### src/eraz_sqrt_cell.sv
// One bit of the restoring square root: decides a single root bit and
// registers the partial remainder and root. Depends on nothing.
module eraz_sqrt_cell #(
    parameter int COORD_BITS = 32,
    parameter int BIT        = 0
) (
    input  logic                      clk,
    input  logic [2*COORD_BITS-1:0]   rem_in,
    input  logic [COORD_BITS-1:0]     root_in,
    output logic [2*COORD_BITS-1:0]   rem_out,
    output logic [COORD_BITS-1:0]     root_out
);

    localparam int RW = 2 * COORD_BITS;
    localparam int TW = RW + 1;

    logic [TW-1:0]         trial;
    logic [TW-1:0]         diff;
    logic                  fits;
    logic [RW-1:0]         rem_next;
    logic [RW-1:0]         rem_reg;
    logic [COORD_BITS-1:0] root_next;
    logic [COORD_BITS-1:0] root_reg;

    // (r + 2^b)^2 - r^2 = r * 2^(b+1) + 2^(2b); root bits below b are still zero.
    assign trial = (TW'(root_in) << (BIT + 1)) + (TW'(1) << (2 * BIT));
    assign diff  = TW'(rem_in) - trial;
    assign fits  = ~diff[TW-1];

    always_comb
    begin
        if (fits)
        begin
            rem_next  = diff[RW-1:0];
            root_next = root_in | (COORD_BITS'(1) << BIT);
        end
        else
        begin
            rem_next  = rem_in;
            root_next = root_in;
        end
    end

    always_ff @(posedge clk)
    begin
        rem_reg  <= rem_next;
        root_reg <= root_next;
    end

    assign rem_out  = rem_reg;
    assign root_out = root_reg;

endmodule

### config.mk
export PLATFORM = sky130hd
export DESIGN_NAME = eraz_sqrt_cell
export DESIGN_NICKNAME = d
export VERILOG_FILES = /design/src/eraz_sqrt_cell.sv
export SDC_FILE = /design/constraint.sdc
export NUM_CORES = 1
export LEC_CHECK = 0
export BUFFER_PORTS_ARGS = -buffer_cell sky130_fd_sc_hd__buf_2
export CAP_MARGIN = 30
export CORE_ASPECT_RATIO = 1.75
export CORE_MARGIN = 2
export CORE_UTILIZATION = 49
export CTS_CLUSTER_SIZE = 30
export DETAILED_ROUTE_END_ITERATION = 16
export GPL_ROUTABILITY_DRIVEN = 0
export MAX_ROUTING_LAYER = met4
export PLACE_DENSITY = 0.8
export SYNTH_ARGS = -nofsm -noshare
export SYNTH_HDL_FRONTEND = slang
export SYNTH_SLANG_ARGS = --single-unit
### constraint.sdc
create_clock -name clk -period 3.8 [get_ports clk]
set_input_delay 0.76 -clock clk [delete_from_list [all_inputs] [get_ports clk]]
set_output_delay 0.76 -clock clk [all_outputs]
set_load 0.01 [all_outputs]
Yosys cells after proc, flatten, opt, wreduce, memory -nomap -nowiden
Cells that the tools add are included.
Word-level totals
  flip-flop bits (word level): 96
  input bits: 97
  output and inout bits: 96
  logic and storage cells: 6
Cells by class
  $add $sub $neg: 2
  mux-type cells: 1
Operators by type and width (count)
  64-bit by 34-bit subtractor with 65-bit output: 1
  64-bit two-way mux: 1
  33-bit by 1-bit adder with 34-bit output, second input constant: 1

Longest topological paths before layout
Gate-level depths: netlist of run 1.
  depth after elaboration: 3
  depth in mapped cells: 13
  depth with buffers taken out: 11

Worst setup path after synthesis of run 1
No wires, ideal clock.
  path type: input to register
  start: in rem_in[56]
  end: reg rem_reg[63] (netlist: rem_out[63])
  setup time: 0.121 ns
  arrival time: 3.176 ns
  required time: 3.679 ns
  setup slack: 0.503 ns
  cell stages on the path: 9
  path buffers: 1
  cell sequence: or4_1 -> or3_1 -> or3_4 -> or4_4 -> nor2_4 -> o31a_2 -> buf_6 -> nor2_1 -> mux2_2
On the way
  cells in the longest elaborated chain, start to end: 2
RTL lines
  from (decl): line 8  | input logic [2*COORD_BITS-1:0] rem_in,
  64-bit by 34-bit subtractor with 65-bit output: line 27  | assign diff = TW'(rem_in) - trial;
  64-bit two-way mux: line 32  | if (fits)
  net rem_next[63]: line 20  | logic [RW-1:0] rem_next;
  to (signal assigned): line 46  | rem_reg <= rem_next;
  to (decl): line 21  | logic [RW-1:0] rem_reg;
The timed path passes the listed nets, and every way through them passes these cells.
A chain may end at the register's enable or synchronous reset.

Worst setup path in the final report of run 1
  start: in rem_in[0]
  end: reg rem_reg[57] (netlist: rem_out[57])
The elaborated chain is that of the path after synthesis.

==> results of run 1 <==
logic make-up after synthesis:
group / count (synthesis)
mux: 3
compound gates: 144
fa+ha+maj: 33
simple gates: 189
flops: 96
buf+inv: 60
xor+xnor: 61
layout by cell type, fill, tap and decap left out, types with 2 or more instances in the layout:
| cell | Yosys | routed |
|---|---|---|
| buf_2 | 4 | 192 |
| dfxtp_1 | 96 | 96 |
| a21oi_1 | 66 | 66 |
| nor2_1 | 52 | 52 |
| nand2_1 | 47 | 47 |
| inv_1 | 44 | 44 |
| xnor2_1 | 44 | 44 |
| ha_1 | 32 | 32 |
| o21ai_0 | 25 | 25 |
| xor2_1 | 17 | 17 |
| nor4_1 | 14 | 14 |
| a21o_1 | 13 | 13 |
| nor3_1 | 13 | 13 |
| or3_1 | 11 | 11 |
| nand4_1 | 11 | 11 |
| nand3_1 | 10 | 10 |
| buf_4 | 0 | 10 |
| clkbuf_16 | 0 | 9 |
| nand2b_1 | 7 | 7 |
| o21bai_1 | 6 | 6 |
| or4_1 | 6 | 6 |
| and3_1 | 4 | 4 |
| o211ai_1 | 4 | 4 |
| or2_2 | 3 | 3 |
| a31oi_1 | 3 | 3 |
| a211oi_1 | 3 | 3 |
| o31ai_1 | 3 | 3 |
| a21boi_0 | 3 | 3 |
| nor2b_1 | 3 | 3 |
| mux2_2 | 3 | 3 |
| clkinv_2 | 0 | 3 |
| o211ai_2 | 2 | 2 |
| o311ai_0 | 2 | 2 |
| a2111oi_0 | 2 | 2 |
| clkinv_4 | 0 | 2 |
cell usage after synthesis, types with 4 or more instances:
| master | count | share of area, % |
|---|---|---|
| ha_1 | 32 | 8.0 |
| clkbuf_1 | 8 | 0.60 |
| nand3_1 | 10 | 1.0 |
| or3_1 | 11 | 1.4 |
| or4_1 | 6 | 0.90 |
| nor3_1 | 13 | 1.3 |
| xnor2_1 | 44 | 7.7 |
| nand4_1 | 11 | 1.4 |
| o211ai_1 | 4 | 0.60 |
| nand2b_1 | 7 | 0.88 |
| buf_2 | 4 | 0.40 |
| o21ai_0 | 25 | 2.5 |
| nand2_1 | 47 | 3.5 |
| o21bai_1 | 6 | 0.90 |
| a21o_1 | 13 | 2.0 |
| nor2_1 | 52 | 3.9 |
| xor2_1 | 17 | 3.0 |
| dfxtp_1 | 96 | 38 |
| inv_1 | 44 | 3.3 |
| buf_6 | 4 | 0.90 |
| nor4_1 | 14 | 1.8 |
| and3_1 | 4 | 0.50 |
| a21oi_1 | 66 | 6.6 |
power breakdown:
part           switching, mW  internal (mW)  total [mW]
clock                  0.387          0.511       0.898
sequential            0.0310           1.12        1.16
combinational          0.395          0.296       0.691
per-stage QoR:
step | power, mW | setup WS [ps]
2_1_floorplan | 1.57 | 503
3_3_place_gp | 1.84 | 159
3_5_place_dp | 1.86 | 7.12
4_1_cts | 2.75 | 341
5_1_grt | 2.86 | 93.1
6_report | 2.74 | 340
routing by layer:
metal	wire, um	share of wire, %	vias to the layer above	track usage, %
li1	-	-	2447	-
met1	4940	34	2337	24.9
met2	7950	54	270	49.4
met3	995	6.8	74	4.91
met4	844	5.7	0	17.9
met5	0	0	-	-
flip-flops by register name, indices dropped and copies added (netlist names):
register and cells:
root_out 32, rem_out 64
final cells by class:
type | count | area share [%]
Sequential cell | 96 | 29.9
Tap cell | 125 | 2.44
Clock inverter | 7 | 1.11
Inverter | 44 | 2.57
Timing Repair Buffer | 203 | 16.5
Clock buffer | 9 | 3.51
Multi-Input combinational cell | 430 | 44.0
worst max-delay path by stage:
stage	end	slack [ps]
after global routing	rem_out[57]	90
after floorplan	rem_out[63]	500
final	rem_out[57]	340
after detailed placement	rem_out[57]	7
after CTS	rem_out[57]	340
after global placement	rem_out[57]	160
==> reports/qor.yml, run 1 <==
clock_network:
  cts_tree: "built"
  clock-root-buffer: "clkbuf_16"
  cts_made_buffers: 9
  cts.sinks: 96
  ctsHoldBuffers: 0
  clock_path_buffers: 2
  clk_pin_slew_ps: 70
  postCtsSetupBuffers: 0
  ctsHtreeMaxLevel: 3
  cts-resized-gates: 0
worst_setup_path:
  critPathMostFrequentCell: "o21ai_0"
  crit_fanout: 11
  cp-end-kind: "flip-flop"
  crit_start: "rem_in[0]"
  worst-path-stages: 12
  critPathBufInv: 2
  max_stage_delay_ps: 540
  critPathSlowestCell: "o31ai_4"
  path_delay_family: "compound AO/OA/AOI/OAI gates"
  crit_type: "input port to flip-flop"
  required_ps: 4050
  start_kind: "input port"
  worstPathArrival_ps: 3710
  path_cells: "buf_2 > inv_1 > fa_1 > nand2b_1 > a21oi_1 > o21ai_0 > o21ai_0 > a31oi_1 > o31ai_4 > and3_1 > nand3b_1 > xnor2_1"
drt:
  drt_iter0_markers: 329
  drtAntennaViolNets: 0
  wl_per_cell_um: 16.1
  vias: 5128
  drt-pass1-iter-count: 5
  drcViolationCount: 0
  routed_wirelength_mm: 14.7
  viasPerCell: 5.61
sta:
  finalHoldViolations: 0
  fin_crit_ps: 3460
  finalSetupTns_ps: 0
  period_share_pct: 91.1
  fmax_mhz: 289
  tightest_slew_ps: 707
  hold_ws_ps: 531
  setup_viol: 0
  rsz0062_at_grt: "false"
  final_max_slew_viol_count: 0
  slew_headroom_pct: 52.4
grt:
  grt_max_degree: 25
  grt_usage_pct: 27.0
  first_global_vias: 5090
  grt_overflow_total: 0
  grt_pass1_wl_mm: 22.6
  antenna_found_initial: 0
floorplanning:
  rows: 48
  dieArea_um2: 11100
  die_h_um: 138
  dieWidth_um: 80.3
  start_util_pct: 50.4
  core_area_um2: 9910
  num_io_pins: 193
layout:
  seq_area_um2: 1920
  finalInstanceArea_um2: 6420
  layout.nets: 914
  drive_gt1_share_pct: 29.9
  fillers: 843
  stdcell_count: 914
  areaGrowthSynthToFinish_pct: 28.5
  utilization_pct: 64.8
  multi_input_area_um2: 2820
  n_antenna_cell: 0
placement:
  place_area_um2: 6120
  dp_hpwl_mm: 11.9
  io_buffer_count: 192
  placed_cells: 898
job:
  maxCapViolations: 0
synthesis:
  synthMuxAreaShare_pct: 0.676
  synth_top_family_by_area: "simple AND/OR/NAND/NOR gates"
  synth_cells: 586
  async_flop_share_pct: 0
  synth_edf_count: 0
  syn_nets: 716
  ys_ff_latch: 96
  synth-seq-area-share_pct: 38.5
  synth_adder_area_share_pct: 8.41
  ys.flop_type: "dfxtp_1"
  syn_area_per_cell_um2: 8.53
  synth_xor_area_share_pct: 10.7
  synthSimpleGateAreaFrac_pct: 18.9
  synth_compound_area_share_pct: 17.7
  syn_area_um2: 5000
  yosys_warnings: 0
  synth.distinct_cells: 54
pwr:
  p_leak_nw: 3.02
  ir_drop_uv: 258
  power.density_nw_per_um2: 428
min_path:
  hold_end: "root_out[7]"
  hold_path.class: "input port to flip-flop"
  holdPathStages: 1
  worstHoldStart: "root_in[7]"
status:
  status: "finished, final reports clean"
No activity file was read; power rests on OpenSTA's default activity.
==> inputs of run 2 (changes only) <==
Settings changed: MAX_ROUTING_LAYER met4 to not set.
==> run 2 against run 1 <==
  * Maximum frequency about the same
  * Power up 0.11%
  * Via count down 0.88%
  * Clock-buffer cell count unchanged
  * Sequential power about the same
  * Non-clock buffer count unchanged
  * Worst hold slack about the same
  * Global-route usage down 0.75 points
  * Utilization unchanged
  * Worst setup slack better by 3.4 ps
  * Critical path type unchanged
  * Largest cell class unchanged
  * Largest power group unchanged
==> reports/qor.yml, run 2 (same netlist as run 1, synthesis figures left out) <==
layout:
  layout_common_cells: "192 x buf_2, 96 x dfxtp_1, 66 x a21oi_1"
  finalInstanceArea_um2: 6420
  layout.nets: 914
  n_antenna_cell: 0
  utilization_pct: 64.8
  final_common_cell: "buf_2"
  drive_gt1_share_pct: 29.9
  largest_reg_flops: 64
  areaGrowthSynthToFinish_pct: 28.5
sta:
  slew_headroom_pct: 45.9
  period_share_pct: 91.0
  finalHoldViolations: 0
  setup_viol: 0
  fmax_mhz: 289
  tightest_slew_ps: 805
  finalSetupTns_ps: 0
  fin_crit_ps: 3460
  rsz0062_at_grt: "false"
  final_max_slew_viol_count: 0
grt:
  first_global_vias: 5080
  grt_pass1_wl_mm: 22.6
  grt_usage_pct: 26.2
  antenna_found_initial: 0
  grt_max_degree: 25
  grt_overflow_total: 0
pwr:
  power.net_switching_uw: 816
  p_int_mw: 1.93
  ir_drop_uv: 258
  power.density_nw_per_um2: 428
  pwr-share-comb_pct: 25.1
  p_total_mw: 2.75
  swShare_pct: 29.7
  seq_power_share_pct: 42.0
  pwr-share-clk_pct: 32.8
  p_leak_nw: 3.02
drt:
  vias: 5083
  routed_wirelength_mm: 14.8
  drtAntennaViolNets: 0
  drt_iter0_markers: 314
  drt-pass1-iter-count: 5
  viasPerCell: 5.56
  drcViolationCount: 0
  wl_per_cell_um: 16.2
clock_network:
  cts-resized-gates: 0
  cts.sinks: 96
  postCtsSetupBuffers: 0
  clock_path_buffers: 2
  clock-root-buffer: "clkbuf_16"
  clk_pin_slew_ps: 70
  cts_made_buffers: 9
  cts_tree: "built"
  ctsHoldBuffers: 0
  ctsHtreeMaxLevel: 3
worst_setup_path:
  critPathMostFrequentCell: "o21ai_0"
  path_delay_family: "compound AO/OA/AOI/OAI gates"
  path_cells: "buf_2 > inv_1 > fa_1 > nand2b_1 > a21oi_1 > o21ai_0 > o21ai_0 > a31oi_1 > o31ai_4 > and3_1 > nand3b_1 > xnor2_1"
  max_stage_delay_ps: 540
  worstPathArrival_ps: 3710
  start_kind: "input port"
  crit_start: "rem_in[0]"
  crit_type: "input port to flip-flop"
  cp-end-kind: "flip-flop"
  critPathSlowestCell: "o31ai_4"
  critPathBufInv: 2
  required_ps: 4060
  crit_fanout: 11
placement:
  io_buffer_count: 192
  dp_hpwl_mm: 11.9
  place_area_um2: 6120
floorplanning:
  core_area_um2: 9910
  start_util_pct: 50.4
  die_h_um: 138
  rows: 48
  dieWidth_um: 80.3
  dieArea_um2: 11100
  num_io_pins: 193
min_path:
  hold_path.class: "input port to flip-flop"
  worstHoldStart: "root_in[7]"
status:
  status: "finished, final reports clean"
job:
  maxCapViolations: 0
[run 2: path summary, 6_finish.rpt]
check | endpoint | cells after the start
max | rem_out[57] | 12
min | root_out[7] | 1
[run 2: layer usage]
| layer | global-route usage [%] | up-vias | wire length (um) |
|---|---|---|---|
| li1 | - | 2447 | - |
| met3 | 5.57 | 72 | 1080 |
| met1 | 24.3 | 2306 | 4940 |
| met2 | 49.5 | 258 | 7870 |
| met5 | 0 | - | 0 |
| met4 | 17.9 | 0 | 900 |
[run 2: power by group through the flow]
stage	Clock, mW	Combinational, mW	Sequential [mW]
2_1_floorplan	0	0.329	1.24
3_3_place_gp	0	0.663	1.17
3_5_place_dp	0	0.679	1.18
4_1_cts	0.913	0.684	1.16
5_1_grt	0.951	0.749	1.16
6_report	0.902	0.691	1.15
[run 2: per-stage QoR]
step                std cells  worst slack [ps]  hold WS (ps)
finish                    914               343           531
CTS                       914               341           523
global placement          898               159           877
detailed placement        898              7.12           879
global route              914              93.1           523
floorplan                 586               503           788
[run 2: area by class of cell]
| cell class | count | area (um^2) |
|---|---|---|
| clock buffer | 9 | 225 |
| clock inverter | 7 | 71.3 |
| fill | 843 | 3490 |
| inverter | 44 | 165 |
| multi-input combinational | 430 | 2820 |
| sequential | 96 | 1920 |
| tap | 125 | 156 |
| timing repair buffer | 203 | 1060 |
==> inputs of run 3 (changes only) <==
Settings changed: CORE_UTILIZATION 49 to 45, GPL_ROUTABILITY_DRIVEN 0 to 1, PLACE_DENSITY 0.8 to 0.77.
Clock period 3.8 ns to 3.1 ns, I/O delays scaled along.
==> run 3 against run 2 <==
  * Power grew 36%
  * Final cell count grew 9.2%
  * Critical endpoint is now rem_out[58]
  * First-iteration DRC count shrank 31%
  * Via count grew 5.2%
==> reports/qor.yml, run 3 (same netlist as run 1, synthesis figures left out) <==
drt:
  viasPerCell: 5.36
  drtAntennaViolNets: 0
  drcViolationCount: 0
  routed_wirelength_mm: 16.1
  vias: 5348
  drt_iter0_markers: 218
  wl_per_cell_um: 16.2
  drt-pass1-iter-count: 4
layout:
  largest_reg_flops: 64
  layout.nets: 993
  drive_gt1_share_pct: 37.2
  stdcell_count: 998
  seq_area_um2: 1920
  areaGrowthSynthToFinish_pct: 43.1
  n_antenna_cell: 0
  final_common_cell: "buf_2"
  multi_input_area_um2: 2880
  fillers: 897
  layout_common_cells: "192 x buf_2, 96 x dfxtp_1, 88 x buf_4"
pwr:
  ir_drop_uv: 451
  p_leak_nw: 3.44
  power.net_switching_mw: 1.03
  power.density_nw_per_um2: 522
  seq_power_share_pct: 37.9
  p_total_mw: 3.73
  p_int_mw: 2.70
  pwr-share-clk_pct: 36.5
  swShare_pct: 27.7
  pwr-share-comb_pct: 25.6
sta:
  finalHoldViolations: 0
  finalSetupTns_ps: 0
  tightest_slew_ps: 487
  layout_setup_ws_ps: 64.3
  fmax_mhz: 329
  hold_ws_ps: 381
  setup_viol: 0
  slew_headroom_pct: 66.7
  final_max_slew_viol_count: 0
  rsz0062_at_grt: "false"
  period_share_pct: 97.9
  fin_crit_ps: 3040
floorplanning:
  rows: 50
  num_io_pins: 193
  dieWidth_um: 83.7
  dieArea_um2: 12000
  die_h_um: 143
  core_area_um2: 10800
  start_util_pct: 46.4
placement:
  place_ws_ps: -354
  gp_congestion: 0.934
  dp_hpwl_mm: 13.3
  placed_cells: 982
  io_buffer_count: 192
grt:
  grt_pass1_wl_mm: 25.8
  antenna_found_initial: 0
  grt_max_degree: 25
  grt_usage_pct: 26.9
  grt_overflow_total: 0
  first_global_vias: 5645
clock_network:
  clock-root-buffer: "clkbuf_16"
  cts_tree: "built"
  clk_pin_slew_ps: 70
  cts_made_buffers: 9
  clock_path_buffers: 2
  cts.sinks: 96
  ctsHtreeMaxLevel: 3
status:
  status: "finished, final reports clean"
worst_setup_path:
  max_stage_delay_ps: 540
  path_cells: "buf_2 > or4_4 > or3_4 > or3_4 > or4_4 > nor2_4 > o31ai_4 > buf_6 > and3_1 > o211ai_1 > xnor2_1"
  start_kind: "input port"
  required_ps: 3370
  critPathSlowestCell: "or4_4"
  crit_fanout: 10
  worstPathArrival_ps: 3300
  critPathBufInv: 2
  path_delay_family: "simple AND/OR/NAND/NOR gates"
  cp-end-kind: "flip-flop"
  crit_type: "input port to flip-flop"
job:
  maxCapViolations: 0
min_path:
  hold_path.class: "input port to flip-flop"
==> run 3: cell count changes in the layout (fill, tap and decap cells not counted), moves of 3 or more <==
cell,previous run,this run
a31oi_1,3,0
buf_4,10,88
bufinv_16,1,4
clkinv_2,3,0
==> run 3: path summary, 6_finish.rpt <==
check             slack (ps)      endpoint  depth (start not counted)         from
setup / recovery          60   rem_out[58]                         11   rem_in[56]
hold / removal           380  root_out[21]                          1  root_in[21]
==> run 3: metal layers <==
metal / share of wire [%] / vias to the layer above / track usage [%]
met1: 33 / 2453 / 24.0
met4: 6.3 / 0 / 18.9
li1: - / 2602 / -
met2: 54 / 226 / 52.1
met3: 6.2 / 67 / 6.26
met5: 0 / - / 0
==> run 3: area by class of cell <==
type | count | share of cell area, %
Multi-Input combinational cell | 430 | 40.3
Inverter | 44 | 2.31
Sequential cell | 96 | 26.9
Timing Repair Buffer | 282 | 23.1
Clock buffer | 10 | 3.20
Clock inverter | 6 | 1.93
Tap cell | 130 | 2.28
==> run 3: timing repair <==
action                                  CTS  global route
endpoints found under the setup margin    1            45
endpoints found under the hold margin     0             0
setup buffers                             0             0
pin swaps                                 0             2
gates resized for setup                   1            12
hold buffers                              0             0
==> run 3: through the flow <==
step	util [%]	cell area (um^2)
after CTS	66.0	7100
final	66.4	7150
after detailed placement	62.5	6730
after global placement	62.5	6730
after floorplan	-	5000
after global routing	66.4	7150
==> run 3: power by group through the flow <==
stage	combinational (mW)	clock [mW]	sequential (mW)
floorplan	0.403	0	1.52
global placement	0.923	0	1.44
detailed placement	0.935	0	1.44
CTS	0.945	1.39	1.42
global route	1.04	1.44	1.43
finish	0.956	1.36	1.41
