==> config.mk <==
export PLATFORM = sky130hd
export DESIGN_NAME = eraz_cordic_cell
export DESIGN_NICKNAME = d
export VERILOG_FILES = /design/src/eraz_pkg.sv /design/src/eraz_cordic_cell.sv
export SDC_FILE = /design/constraint.sdc
export NUM_CORES = 1
export LEC_CHECK = 0
export ABC_CLOCK_PERIOD_IN_PS = 2500
export BUFFER_PORTS_ARGS = -buffer_cell sky130_fd_sc_hd__buf_4
export CAP_MARGIN = 20
export CORE_MARGIN = 8
export CORE_UTILIZATION = 35
export DETAILED_ROUTE_END_ITERATION = 16
export SLEW_MARGIN = 5
export SYNTH_ARGS = -nofsm -noshare
export SYNTH_HDL_FRONTEND = slang
export SYNTH_SLANG_ARGS = --single-unit
export TNS_END_PERCENT = 100
==> constraint.sdc <==
create_clock -name clk -period 2.5 [get_ports clk]
set_input_delay 0.125 -clock clk [delete_from_list [all_inputs] [get_ports clk]]
set_output_delay 0.125 -clock clk [all_outputs]
set_load 0.1 [all_outputs]
==> src/eraz_pkg.sv <==
// Shared constants, the arctangent table and the CORDIC gain function
// for the ENU to range/azimuth/zenith pipeline. No dependencies.
package eraz_pkg;

    localparam int FIELD_W      = 32;
    localparam int DP_W         = 64;
    localparam int GAIN_W       = 31;
    localparam int AZ_Z_W       = 32;
    localparam int ZN_Z_W       = 34;
    localparam int ATAN_ENTRIES = 48;

    localparam int NUM_COMP = 3;
    localparam int COMP_E   = 0;
    localparam int COMP_N   = 1;
    localparam int COMP_U   = 2;

    localparam logic [AZ_Z_W-1:0]        HALF_TURN    = 32'h8000_0000;
    localparam logic signed [ZN_Z_W-1:0] QUARTER_TURN = 34'sd1073741824;
    localparam logic signed [ZN_Z_W-1:0] ZEN_MAX      = 34'sd2147483648;

    // atan(2^-i) in units of 2^-32 turn, rounded to nearest.
    localparam logic [31:0] ATAN_TURNS [ATAN_ENTRIES] = '{
        32'h2000_0000, 32'h12E4_051E, 32'h09FB_385B, 32'h0511_11D4,
        32'h028B_0D43, 32'h0145_D7E1, 32'h00A2_F61E, 32'h0051_7C55,
        32'h0028_BE53, 32'h0014_5F2F, 32'h000A_2F98, 32'h0005_17CC,
        32'h0002_8BE6, 32'h0001_45F3, 32'h0000_A2FA, 32'h0000_517D,
        32'h0000_28BE, 32'h0000_145F, 32'h0000_0A30, 32'h0000_0518,
        32'h0000_028C, 32'h0000_0146, 32'h0000_00A3, 32'h0000_0051,
        32'h0000_0029, 32'h0000_0014, 32'h0000_000A, 32'h0000_0005,
        32'h0000_0003, 32'h0000_0001, 32'h0000_0001, 32'h0000_0000,
        32'h0000_0000, 32'h0000_0000, 32'h0000_0000, 32'h0000_0000,
        32'h0000_0000, 32'h0000_0000, 32'h0000_0000, 32'h0000_0000,
        32'h0000_0000, 32'h0000_0000, 32'h0000_0000, 32'h0000_0000,
        32'h0000_0000, 32'h0000_0000, 32'h0000_0000, 32'h0000_0000
    };

    // CORDIC gain in Q30, truncated: floor(sqrt(prod(1 + 4^-i))) with the
    // product kept in Q60 and truncated at every step. Elaboration only.
    function automatic logic [GAIN_W-1:0] cordic_gain_q30(input int steps);
        logic [63:0]       p;
        logic [GAIN_W-1:0] r;
        logic [GAIN_W-1:0] t;
        int                i;
        int                b;
        p = 64'd1 << 60;
        for (i = 0; i < steps; i++) begin
            if (2 * i < 64)
            begin
                p = p + (p >> (2 * i));
            end
        end
        r = '0;
        for (b = GAIN_W - 1; b >= 0; b--) begin
            t = r | (GAIN_W'(1) << b);
            if (64'(t) * 64'(t) <= p)
            begin
                r = t;
            end
        end
        return r;
    endfunction

endpackage

==> src/eraz_cordic_cell.sv <==
// One CORDIC vectoring micro-rotation with its output registers; carries
// a side tag along unchanged. Depends on eraz_pkg.
module eraz_cordic_cell #(
    parameter int STEP  = 0,
    parameter int Z_W   = 32,
    parameter int TAG_W = 1
) (
    input  logic                              clk,
    input  logic signed [eraz_pkg::DP_W-1:0]  x_in,
    input  logic signed [eraz_pkg::DP_W-1:0]  y_in,
    input  logic signed [Z_W-1:0]             z_in,
    input  logic [TAG_W-1:0]                  tag_in,
    output logic signed [eraz_pkg::DP_W-1:0]  x_out,
    output logic signed [eraz_pkg::DP_W-1:0]  y_out,
    output logic signed [Z_W-1:0]             z_out,
    output logic [TAG_W-1:0]                  tag_out
);

    import eraz_pkg::*;

    logic signed [DP_W-1:0] dx;
    logic signed [DP_W-1:0] dy;
    logic signed [Z_W-1:0]  ang;
    logic signed [DP_W-1:0] x_next;
    logic signed [DP_W-1:0] y_next;
    logic signed [Z_W-1:0]  z_next;
    logic signed [DP_W-1:0] x_reg;
    logic signed [DP_W-1:0] y_reg;
    logic signed [Z_W-1:0]  z_reg;
    logic [TAG_W-1:0]       tag_reg;

    assign dx  = y_in >>> STEP;
    assign dy  = x_in >>> STEP;
    assign ang = signed'(Z_W'(ATAN_TURNS[STEP]));

    always_comb
    begin
        if (y_in > 0)
        begin
            x_next = x_in + dx;
            y_next = y_in - dy;
            z_next = z_in + ang;
        end
        else
        begin
            x_next = x_in - dx;
            y_next = y_in + dy;
            z_next = z_in - ang;
        end
    end

    always_ff @(posedge clk)
    begin
        x_reg   <= x_next;
        y_reg   <= y_next;
        z_reg   <= z_next;
        tag_reg <= tag_in;
    end

    assign x_out   = x_reg;
    assign y_out   = y_reg;
    assign z_out   = z_reg;
    assign tag_out = tag_reg;

endmodule

# Word level (Yosys, flattened, before mapping)
# Index checks and enable logic that the tools add are counted.
[word_totals]
reg_bits = 161
elab_cells = 13
output_inout_bits = 161
[classes]
mux = 3
n_lt_le_gt_ge = 1
addsub = 5
[ops]
columns = ["op", "count"]
rows = [
  ["$mux 64", 2],
  ["$sub 64x64->64", 2],
  ["$add 64x64->64", 1],
  ["$gt 64x1->1 const B", 1],
  ["$add 32x31->32 const B", 1],
  ["$mux 32", 1],
  ["$sub 32x31->32 const B", 1],
]

# Depth between registers and ports, before layout
# Gate-level depths: netlist of the first run.
[depth]
ltp_word = 2
mapped_depth = 15
depth_no_buf = 14

# Least setup slack after synthesis of the first run
# No wires, ideal clock.
[synth_timing]
kind = "in2reg"
startpoint = "in x_in[15] (netlist name)"
endpoint = "reg x_reg[56], in the netlist x_out[56]"
t_required_ps = 2368
path_slack_ps = -249
cell_stages = 12
t_arrival_ps = 2617
cell_sequence = "inv_1 -> ha_1 -> or4_4 -> nor3_2 -> o41ai_2 -> nor2_4 -> a31oi_4 -> o311ai_4 -> a31oi_4 -> o41ai_2 -> a21oi_1 -> xor2_1"
[synth_via]
elab_chain_cells = 2
word_cells_on_any_way = 3
[synth_rtl]
columns = ["element", "line_no", "rtl"]
rows = [
  ["start: declaration", "eraz_cordic_cell.sv:9", "input logic signed [eraz_pkg::DP_W-1:0] x_in,"],
  ["$sub 64x64->64 or $add 64x64->64 (tied branches)", "eraz_cordic_cell.sv:46, eraz_cordic_cell.sv:40", ""],
  ["$mux 64 (*)", "eraz_cordic_cell.sv:38", "if (y_in > 0)"],
  ["net x_next[56]", "eraz_cordic_cell.sv:24", "logic signed [DP_W-1:0] x_next;"],
  ["end signal: assignment", "eraz_cordic_cell.sv:54", "x_reg <= x_next;"],
  ["end: declaration", "eraz_cordic_cell.sv:27", "logic signed [DP_W-1:0] x_reg;"],
]
# Mark *: on every way through the listed nets, which the timed path passes. The rest lies on a longest branch.

# Worst setup path after layout of the first run
[layout_timing]
startpoint = "in x_in[1] (netlist name)"
endpoint = "reg x_reg[63], in the netlist x_out[63]"
# Same word-level chain as after synthesis.

==> out/metrics.csv, run 1 <==
stage;metric;value;unit
global_route;first-pass GRT wire length;127300;um
setup_path;crit path buf inv count;4;
placement;GPL Wtd Cong;1.068;
power;PnR Total Power;17.45;mW
setup_path;Worst setup SP type;input pin;
synth;Mapped Nets;2418;
clock_tree;H-Tree Depth;4;
floorplanning;Die Wd;226.8;um
drt;Top Layer Used;met4;
finish;area delta synth->final;78.07;%
synth;Top FF cell, synth;dfxtp_1;
setup_path;stages on the worst setup path;16;
setup_path;Crit path top cell by count;o31a_1;
run;max-capacitance violation count;0;
synth;top-area cell type share of the netlist area;20.59;%
power;Pwr Density;630.0;nW/um2
setup_path;critical path's top delay family;compound AO/OA/AOI/OAI gates;
global_route;GRT overflow;0;
synth;area of the mapped netlist;15560;um2
synth;Yosys cell types;89;
synth;post-synthesis cell count;2062;
clock_tree;clock sink count;160;
sta;Slew HR;39.78;%
clock_tree;CTS tree;built;
setup_path;CP peak stage delay;350;ps
finish;FILL cells;3941;
drt;First DRT Iteration DRCs;1685;
sta;Setup Viol. Count Final;44;
sta;Final Cycle Share;111.5;%
synth;number of synthesized flops with an enable pin;0;
synth;register area share after synthesis;20.59;%
placement;port bufs;322;
setup_path;Slowest cell on crit path;a2111oi_4;
min_path;worst hold path depth;4;
drt;met2 WL post-DR;42610;um
floorplanning;# rows;77;
drt;Vias/cell;5.360;
global_route;vias in the first global route;20938;
synth;ranking of synthesized cells by area;dfxtp_1 21%, ha_1 15%, a21oi_1 9.4%, xnor2_1 6.7%, inv_1 4.7%;
drt;Residual DRC;0;
clock_tree;Max Buffers Root-to-Sink;2;
sta;Period minus WS final;2788;ps
drt;Routed met1 length;34600;um
floorplanning;Core Area;44030;um2
sta;Worst-Margin Slew;895.1;ps
status;failing checks;negative setup slack;
clock_tree;total clock buffers created by CTS;17;
finish;Multi-input gate area;12860;um2
sta;Fin Setup TNS;-4344;ps
power;cell leakage power;13.20;nW
setup_path;Cell Chain, Critical Path;buf_8 -> inv_4 -> ha_4 -> buf_6 -> nor2b_4 -> o31a_1 -> o31a_1 -> a2111oi_4 -> o211ai_1 -> a21oi_2 -> buf_4 -> o21a_4 -> a21oi_4 -> o31ai_2 -> a32oi_1 -> xnor2_1;
min_path;hold crit path type;input pin to flip-flop;
synth;largest area contributor in the netlist;dfxtp_1;
sta;Max Clk Rate;358.7;MHz
synth;ys async rst share;0;%
status;status;finished with violations;
placement;dpl hpwl;72890;um
drt;DRT antenna net count;0;
placement;Placed Instance Area;24640;um2
floorplanning;die footprint;51450;um2
drt;Vias;20341;
drt;Routed WL;87040;um
clock_tree;CTS root buffer;clkbuf_16;
setup_path;Crit Path Max Fanout;3;
drt;Pre-antenna DRT Iters;6;
setup_path;Crit. End Element;flip-flop;
drt;Routed met3 length;4978;um
synth;YS warnings;0;
sta;RSZ-0062 raised after global routing;yes;
drt;wire per inst;22.93;um
finish;Sequential Area;3203;um2
global_route;largest net degree at the start of global routing;35;
setup_path;WP data required;2890;ps
clock_tree;clock-pin slew on the worst setup and hold paths;80;ps
synth;synthesis-stage register bit count;160;
sta;Max Slew Vio Count;0;
setup_path;CP arrival;3180;ps
sta;worst hold slack;107.8;ps
finish;layout cells sized above 1;46.41;%
sta;setup ws final;-287.8;ps
finish;fin area;27700;um2
floorplanning;Die Span Y;226.8;um
floorplanning;Top Ports;323;
sta;Final Hold Fails;0;
setup_path;critical path type;input pin to flip-flop;
synth;Syn Area/Cell;7.544;um2
floorplanning;Starting Density;35.33;%
global_route;initial antenna violation count;1;
power;Max IR drop VDD;0.0006741;V
finish;Post-layout nets;3545;
global_route;GRT Util Overall;32.78;%
## cells in the final DEF, fill, tap and decap left out, types with 21 or more instances in the layout
cell type,Yosys,layout
mux2i_1,43,36
buf_6,1,55
ha_4,0,26
ha_1,190,162
dfxtp_1,160,160
nor4_1,34,29
a21oi_2,3,44
a21oi_1,292,239
a21o_1,32,31
nor2_1,173,161
o21ai_2,0,21
dlygate4sd3_1,0,35
nand4_1,44,44
nand2_1,127,120
buf_4,1,1093
o21bai_1,59,58
nor3_1,39,32
o21ai_1,14,21
xnor2_1,119,113
o21ai_0,115,86
inv_1,194,178
## synth_stat cells (15+ instances only)
master,instances
nand2_1,127
inv_1,194
ha_1,190
mux2i_1,43
nor2b_1,21
a31oi_1,17
dfxtp_1,160
buf_2,28
o21a_1,19
nor2_1,173
nand2b_1,15
a21oi_1,292
o31ai_1,19
o21bai_1,59
nand3_1,15
nor4_1,34
nor3_1,39
xnor2_1,119
a21o_1,32
a211oi_1,17
o21ai_0,115
nand4_1,44
clkbuf_1,46
## per-stage QoR
step	util, %	std cells	worst slack [ps]
floorplan	-	2062	-184.7
global placement	55.97	3677	-1263
detailed placement	55.97	3677	-1291
CTS	60.81	3769	-225.1
global route	62.91	3795	-352.2
finish	62.91	3795	-287.8
## routing by layer
metal	up-vias	track usage (%)
met4	0	16.43
met1	9765	38.31
met2	807	57.90
li1	9575	-
met3	194	4.617
met5	-	0
## flip-flops by register name (all words and copies together) (netlist names)
| signal | flops |
|---|---|
| x_out | 64 |
| y_out | 63 |
| z_out | 32 |
| tag_out | 1 |
## worst min-delay path: stages
cell	delay (ps)
buf_6	90
ha_4	180
buf_4	120
xnor2_1	60
## final timing paths
kind | start | to | slack (ps)
setup / recovery | x_in[1] | x_out[63] | -290
hold / removal | y_in[16] | x_out[16] | 110
## power breakdown
group | switching (mW) | leakage (nW) | internal [mW] | total [mW]
Sequential | 0.246 | 1.35 | 3.10 | 3.34
Combinational | 7.51 | 11.5 | 3.70 | 11.2
Clock | 1.50 | 0.308 | 1.39 | 2.90
## layout make-up
| type | instances | share of cell area (%) |
|---|---|---|
| multi-input cells | 1606 | 46.43 |
| repair buffers | 1198 | 34.10 |
| flip-flops and latches | 160 | 11.56 |
| inverters | 206 | 2.909 |
| well taps | 592 | 2.674 |
| clock buffers | 17 | 1.536 |
| clock inverters | 15 | 0.7814 |
| diodes | 1 | 0.009034 |
## cell families (layout without fill, tap and decap cells)
logic type               Yosys count  after routing  synth area share [%]
flip-flops                       160            160                 20.59
XOR/XNOR                         127            127                 7.150
AO/OA/AOI/OAI                    716            716                 29.78
multiplexers                      43             43                 2.767
AND/OR/NAND/NOR                  526            526                 16.47
buffers and inverters            296           1436                 7.440
other                              0              1                     0
adder cells (fa/ha/maj)          194            194                 15.80
## what timing repair did
item,in CTS,in global routing
hold buffers,35,0
endpoints found under the setup margin,77,74
setup buffers,28,31
hold endpoints to repair,36,0
resized for setup,199,171
pin swaps,94,107
Note: power is estimated with default switching activity, not from simulation.
==> run 2: changes to the inputs <==
--- a/config.mk
+++ b/config.mk
@@ -9,8 +9,9 @@
 export BUFFER_PORTS_ARGS = -buffer_cell sky130_fd_sc_hd__buf_4
 export CAP_MARGIN = 20
 export CORE_MARGIN = 8
-export CORE_UTILIZATION = 35
+export CORE_UTILIZATION = 45
 export DETAILED_ROUTE_END_ITERATION = 16
+export PLACE_DENSITY = 0.7
 export SLEW_MARGIN = 5
 export SYNTH_ARGS = -nofsm -noshare
 export SYNTH_HDL_FRONTEND = slang
==> out/metrics.csv, run 2 (synthesis gave the netlist of run 1 again) <==
stage;metric;value;unit;change
global_route;largest net degree at the start of global routing;44;;was 35
sta;Worst-Margin Slew;870.1;ps;was 895.1 ps
drt;Pre-antenna DRT Iters;7;;was 6
power;Max IR drop VDD;0.0007779;V;was 0.0006741 V
sta;Max Clk Rate;353.4;MHz;was 358.7 MHz
finish;diodes inserted;0;;was 1
setup_path;CP peak stage delay;570;ps;was 350 ps
clock_tree;total clock buffers created by CTS;17;;unchanged
finish;Finished Layout Cells;3645;;was 3795
floorplanning;Top Ports;323;;unchanged
clock_tree;clock sink count;160;;unchanged
floorplanning;Die Span Y;201.9;um;was 226.8 um
placement;GPL Wtd Cong;1.074;;was 1.068
clock_tree;H-Tree Depth;4;;unchanged
run;max-capacitance violation count;0;;unchanged
clock_tree;CTS tree;built;;unchanged
drt;Vias/cell;6.002;;was 5.360
setup_path;WP data required;2850;ps;was 2890 ps
sta;setup ws final;-330.0;ps;was -287.8 ps
floorplanning;# rows;68;;was 77
sta;Max Slew Vio Count;0;;unchanged
power;Pwr Density;638.3;nW/um2;was 630.0 nW/um2
setup_path;critical path type;input pin to flip-flop;;unchanged
placement;dpl hpwl;67330;um;was 72890 um
min_path;worst hold path depth;3;;was 4
finish;layout cells sized above 1;46.43;%;was 46.41%
finish;area delta synth->final;76.06;%;was 78.07%
setup_path;crit path buf inv count;4;;unchanged
sta;Final Cycle Share;113.2;%;was 111.5%
power;cell leakage power;13.12;nW;was 13.20 nW
setup_path;Slowest cell on crit path;or4_4;;was a2111oi_4
status;failing checks;negative setup slack;;unchanged
drt;Vias;21878;;was 20341
drt;Residual DRC;0;;unchanged
sta;Fin Setup TNS;-8886;ps;was -4344 ps
placement;port bufs;322;;unchanged
sta;Slew HR;41.38;%;was 39.78%
finish;Post-layout nets;3533;;was 3545
setup_path;Worst setup SP type;input pin;;unchanged
drt;Routed WL;89280;um;was 87040 um
global_route;vias in the first global route;21755;;was 20938
placement;Placed Cells;3499;;was 3677
floorplanning;Core Area;34290;um2;was 44030 um2
drt;wire per inst;24.49;um;was 22.93 um
floorplanning;die footprint;40780;um2;was 51450 um2
status;status;finished with violations;;unchanged
setup_path;Cell Chain, Critical Path;buf_8 -> inv_4 -> ha_4 -> or4_4 -> buf_6 -> nor3_4 -> o41ai_4 -> nor2_4 -> a31oi_4 -> o311ai_4 -> a31oi_4 -> buf_6 -> o41ai_4 -> a21oi_1 -> xor2_1;;was buf_8 -> inv_4 -> ha_4 -> buf_6 -> nor2b_4 -> o31a_1 -> o31a_1 -> a2111oi_4 -> o211ai_1 -> a21oi_2 -> buf_4 -> o21a_4 -> a21oi_4 -> o31ai_2 -> a32oi_1 -> xnor2_1
min_path;Hold Crit Start;y_in[62];;was y_in[16]
sta;Period minus WS final;2830;ps;was 2788 ps
global_route;GRT Util Overall;39.71;%;was 32.78%
sta;RSZ-0062 raised after global routing;yes;;unchanged
finish;commonest non-fill, non-tap cells in the layout;1091 x buf_4, 244 x a21oi_1, 176 x inv_1, 161 x ha_1, 160 x dfxtp_1;;was 1093 x buf_4, 239 x a21oi_1, 178 x inv_1, 162 x ha_1, 161 x nor2_1
global_route;initial antenna violation count;0;;was 1
setup_path;CP arrival;3180;ps;about the same
global_route;first-pass GRT wire length;126800;um;was 127300 um
floorplanning;Die Wd;201.9;um;was 226.8 um
sta;Final Hold Fails;0;;unchanged
clock_tree;Max Buffers Root-to-Sink;2;;unchanged
drt;First DRT Iteration DRCs;2662;;was 1685
setup_path;Crit Path Max Fanout;4;;was 3
floorplanning;Starting Density;45.37;%;was 35.33%
setup_path;Crit. End Element;flip-flop;;unchanged
min_path;hold endpoint;y_out[62];;was x_out[16]
global_route;GRT overflow;0;;unchanged
sta;Setup Viol. Count Final;57;;was 44
drt;DRT antenna net count;0;;unchanged
finish;commonest non-fill, non-tap cell in the layout;buf_4;;unchanged
finish;max reg flops;64;;unchanged
min_path;hold crit path type;input pin to flip-flop;;unchanged
setup_path;critical path's top delay family;compound AO/OA/AOI/OAI gates;;unchanged
clock_tree;clock-pin slew on the worst setup and hold paths;70;ps;was 80 ps
clock_tree;CTS root buffer;clkbuf_16;;unchanged
power;PnR Total Power;17.48;mW;was 17.45 mW
-- run 2: cell types whose count changed in the layout (fill, tap and decap cells not counted), sizes merged --
cell,previous run,this run
buf,1163,1149
clkbuf,17,19
diode,1,0
-- run 2: area by class of cell --
type,count,area [um2]
multi-input combinational,1606,12880
timing repair buffer,1186,9313
fill,2240,6899
sequential,160,3203
inverter,206,815.8
tap,455,569.3
clock buffer,17,425.4
clock inverter,15,185.2
-- run 2: how the worst max path moves through the flow --
stage                     end  cells after the start  slack [ps]  startpoint
CTS                 y_out[63]                     14        -210    y_in[32]
floorplan           x_out[56]                     13        -180     x_in[0]
global route        x_out[60]                     16        -420    x_in[14]
detailed placement  x_out[57]                     16       -1070    x_in[12]
finish              y_out[56]                     15        -330    x_in[17]
global placement    x_out[63]                     16       -1000     x_in[1]
-- run 2: report_power, final --
group          leakage, nW  total [mW]  switching [mW]  internal [mW]
Clock                0.299        2.80            1.43           1.37
Combinational         11.5        11.4            7.68           3.67
Sequential            1.35        3.33           0.230           3.10
Total                 13.1        17.5            9.34           8.14
-- run 2: per-layer routing --
layer | part of all wire, % | GRT usage, % | vias up | wire (um)
met3 | 9.3 | 7.989 | 548 | 8315
li1 | - | - | 9536 | -
met5 | 0 | 0 | - | 0
met4 | 9.0 | 26.53 | 0 | 8013
met1 | 36 | 44.78 | 10215 | 32010
met2 | 46 | 67.18 | 1579 | 40940
-- run 2: what timing repair did --
action	4_1_cts	5_1_grt
endpoints found under the hold margin	35	0
buffers inserted	30	52
gates resized for setup	199	177
pin swaps	84	102
cloned	0	1
hold buffers	35	0
setup endpoints to repair	68	74
-- run 2: stage by stage --
step / area [um2] / util [%] / hold WS [ps] / worst slack [ps]
floorplan: 15870 / - / 152.7 / -184.7
global placement: 24110 / 70.32 / 229.5 / -996.8
detailed placement: 24110 / 70.32 / 230.6 / -1067
CTS: 26190 / 76.38 / 151.7 / -206.6
global route: 27390 / 79.88 / 188.0 / -417.9
finish: 27390 / 79.88 / 187.0 / -330.0
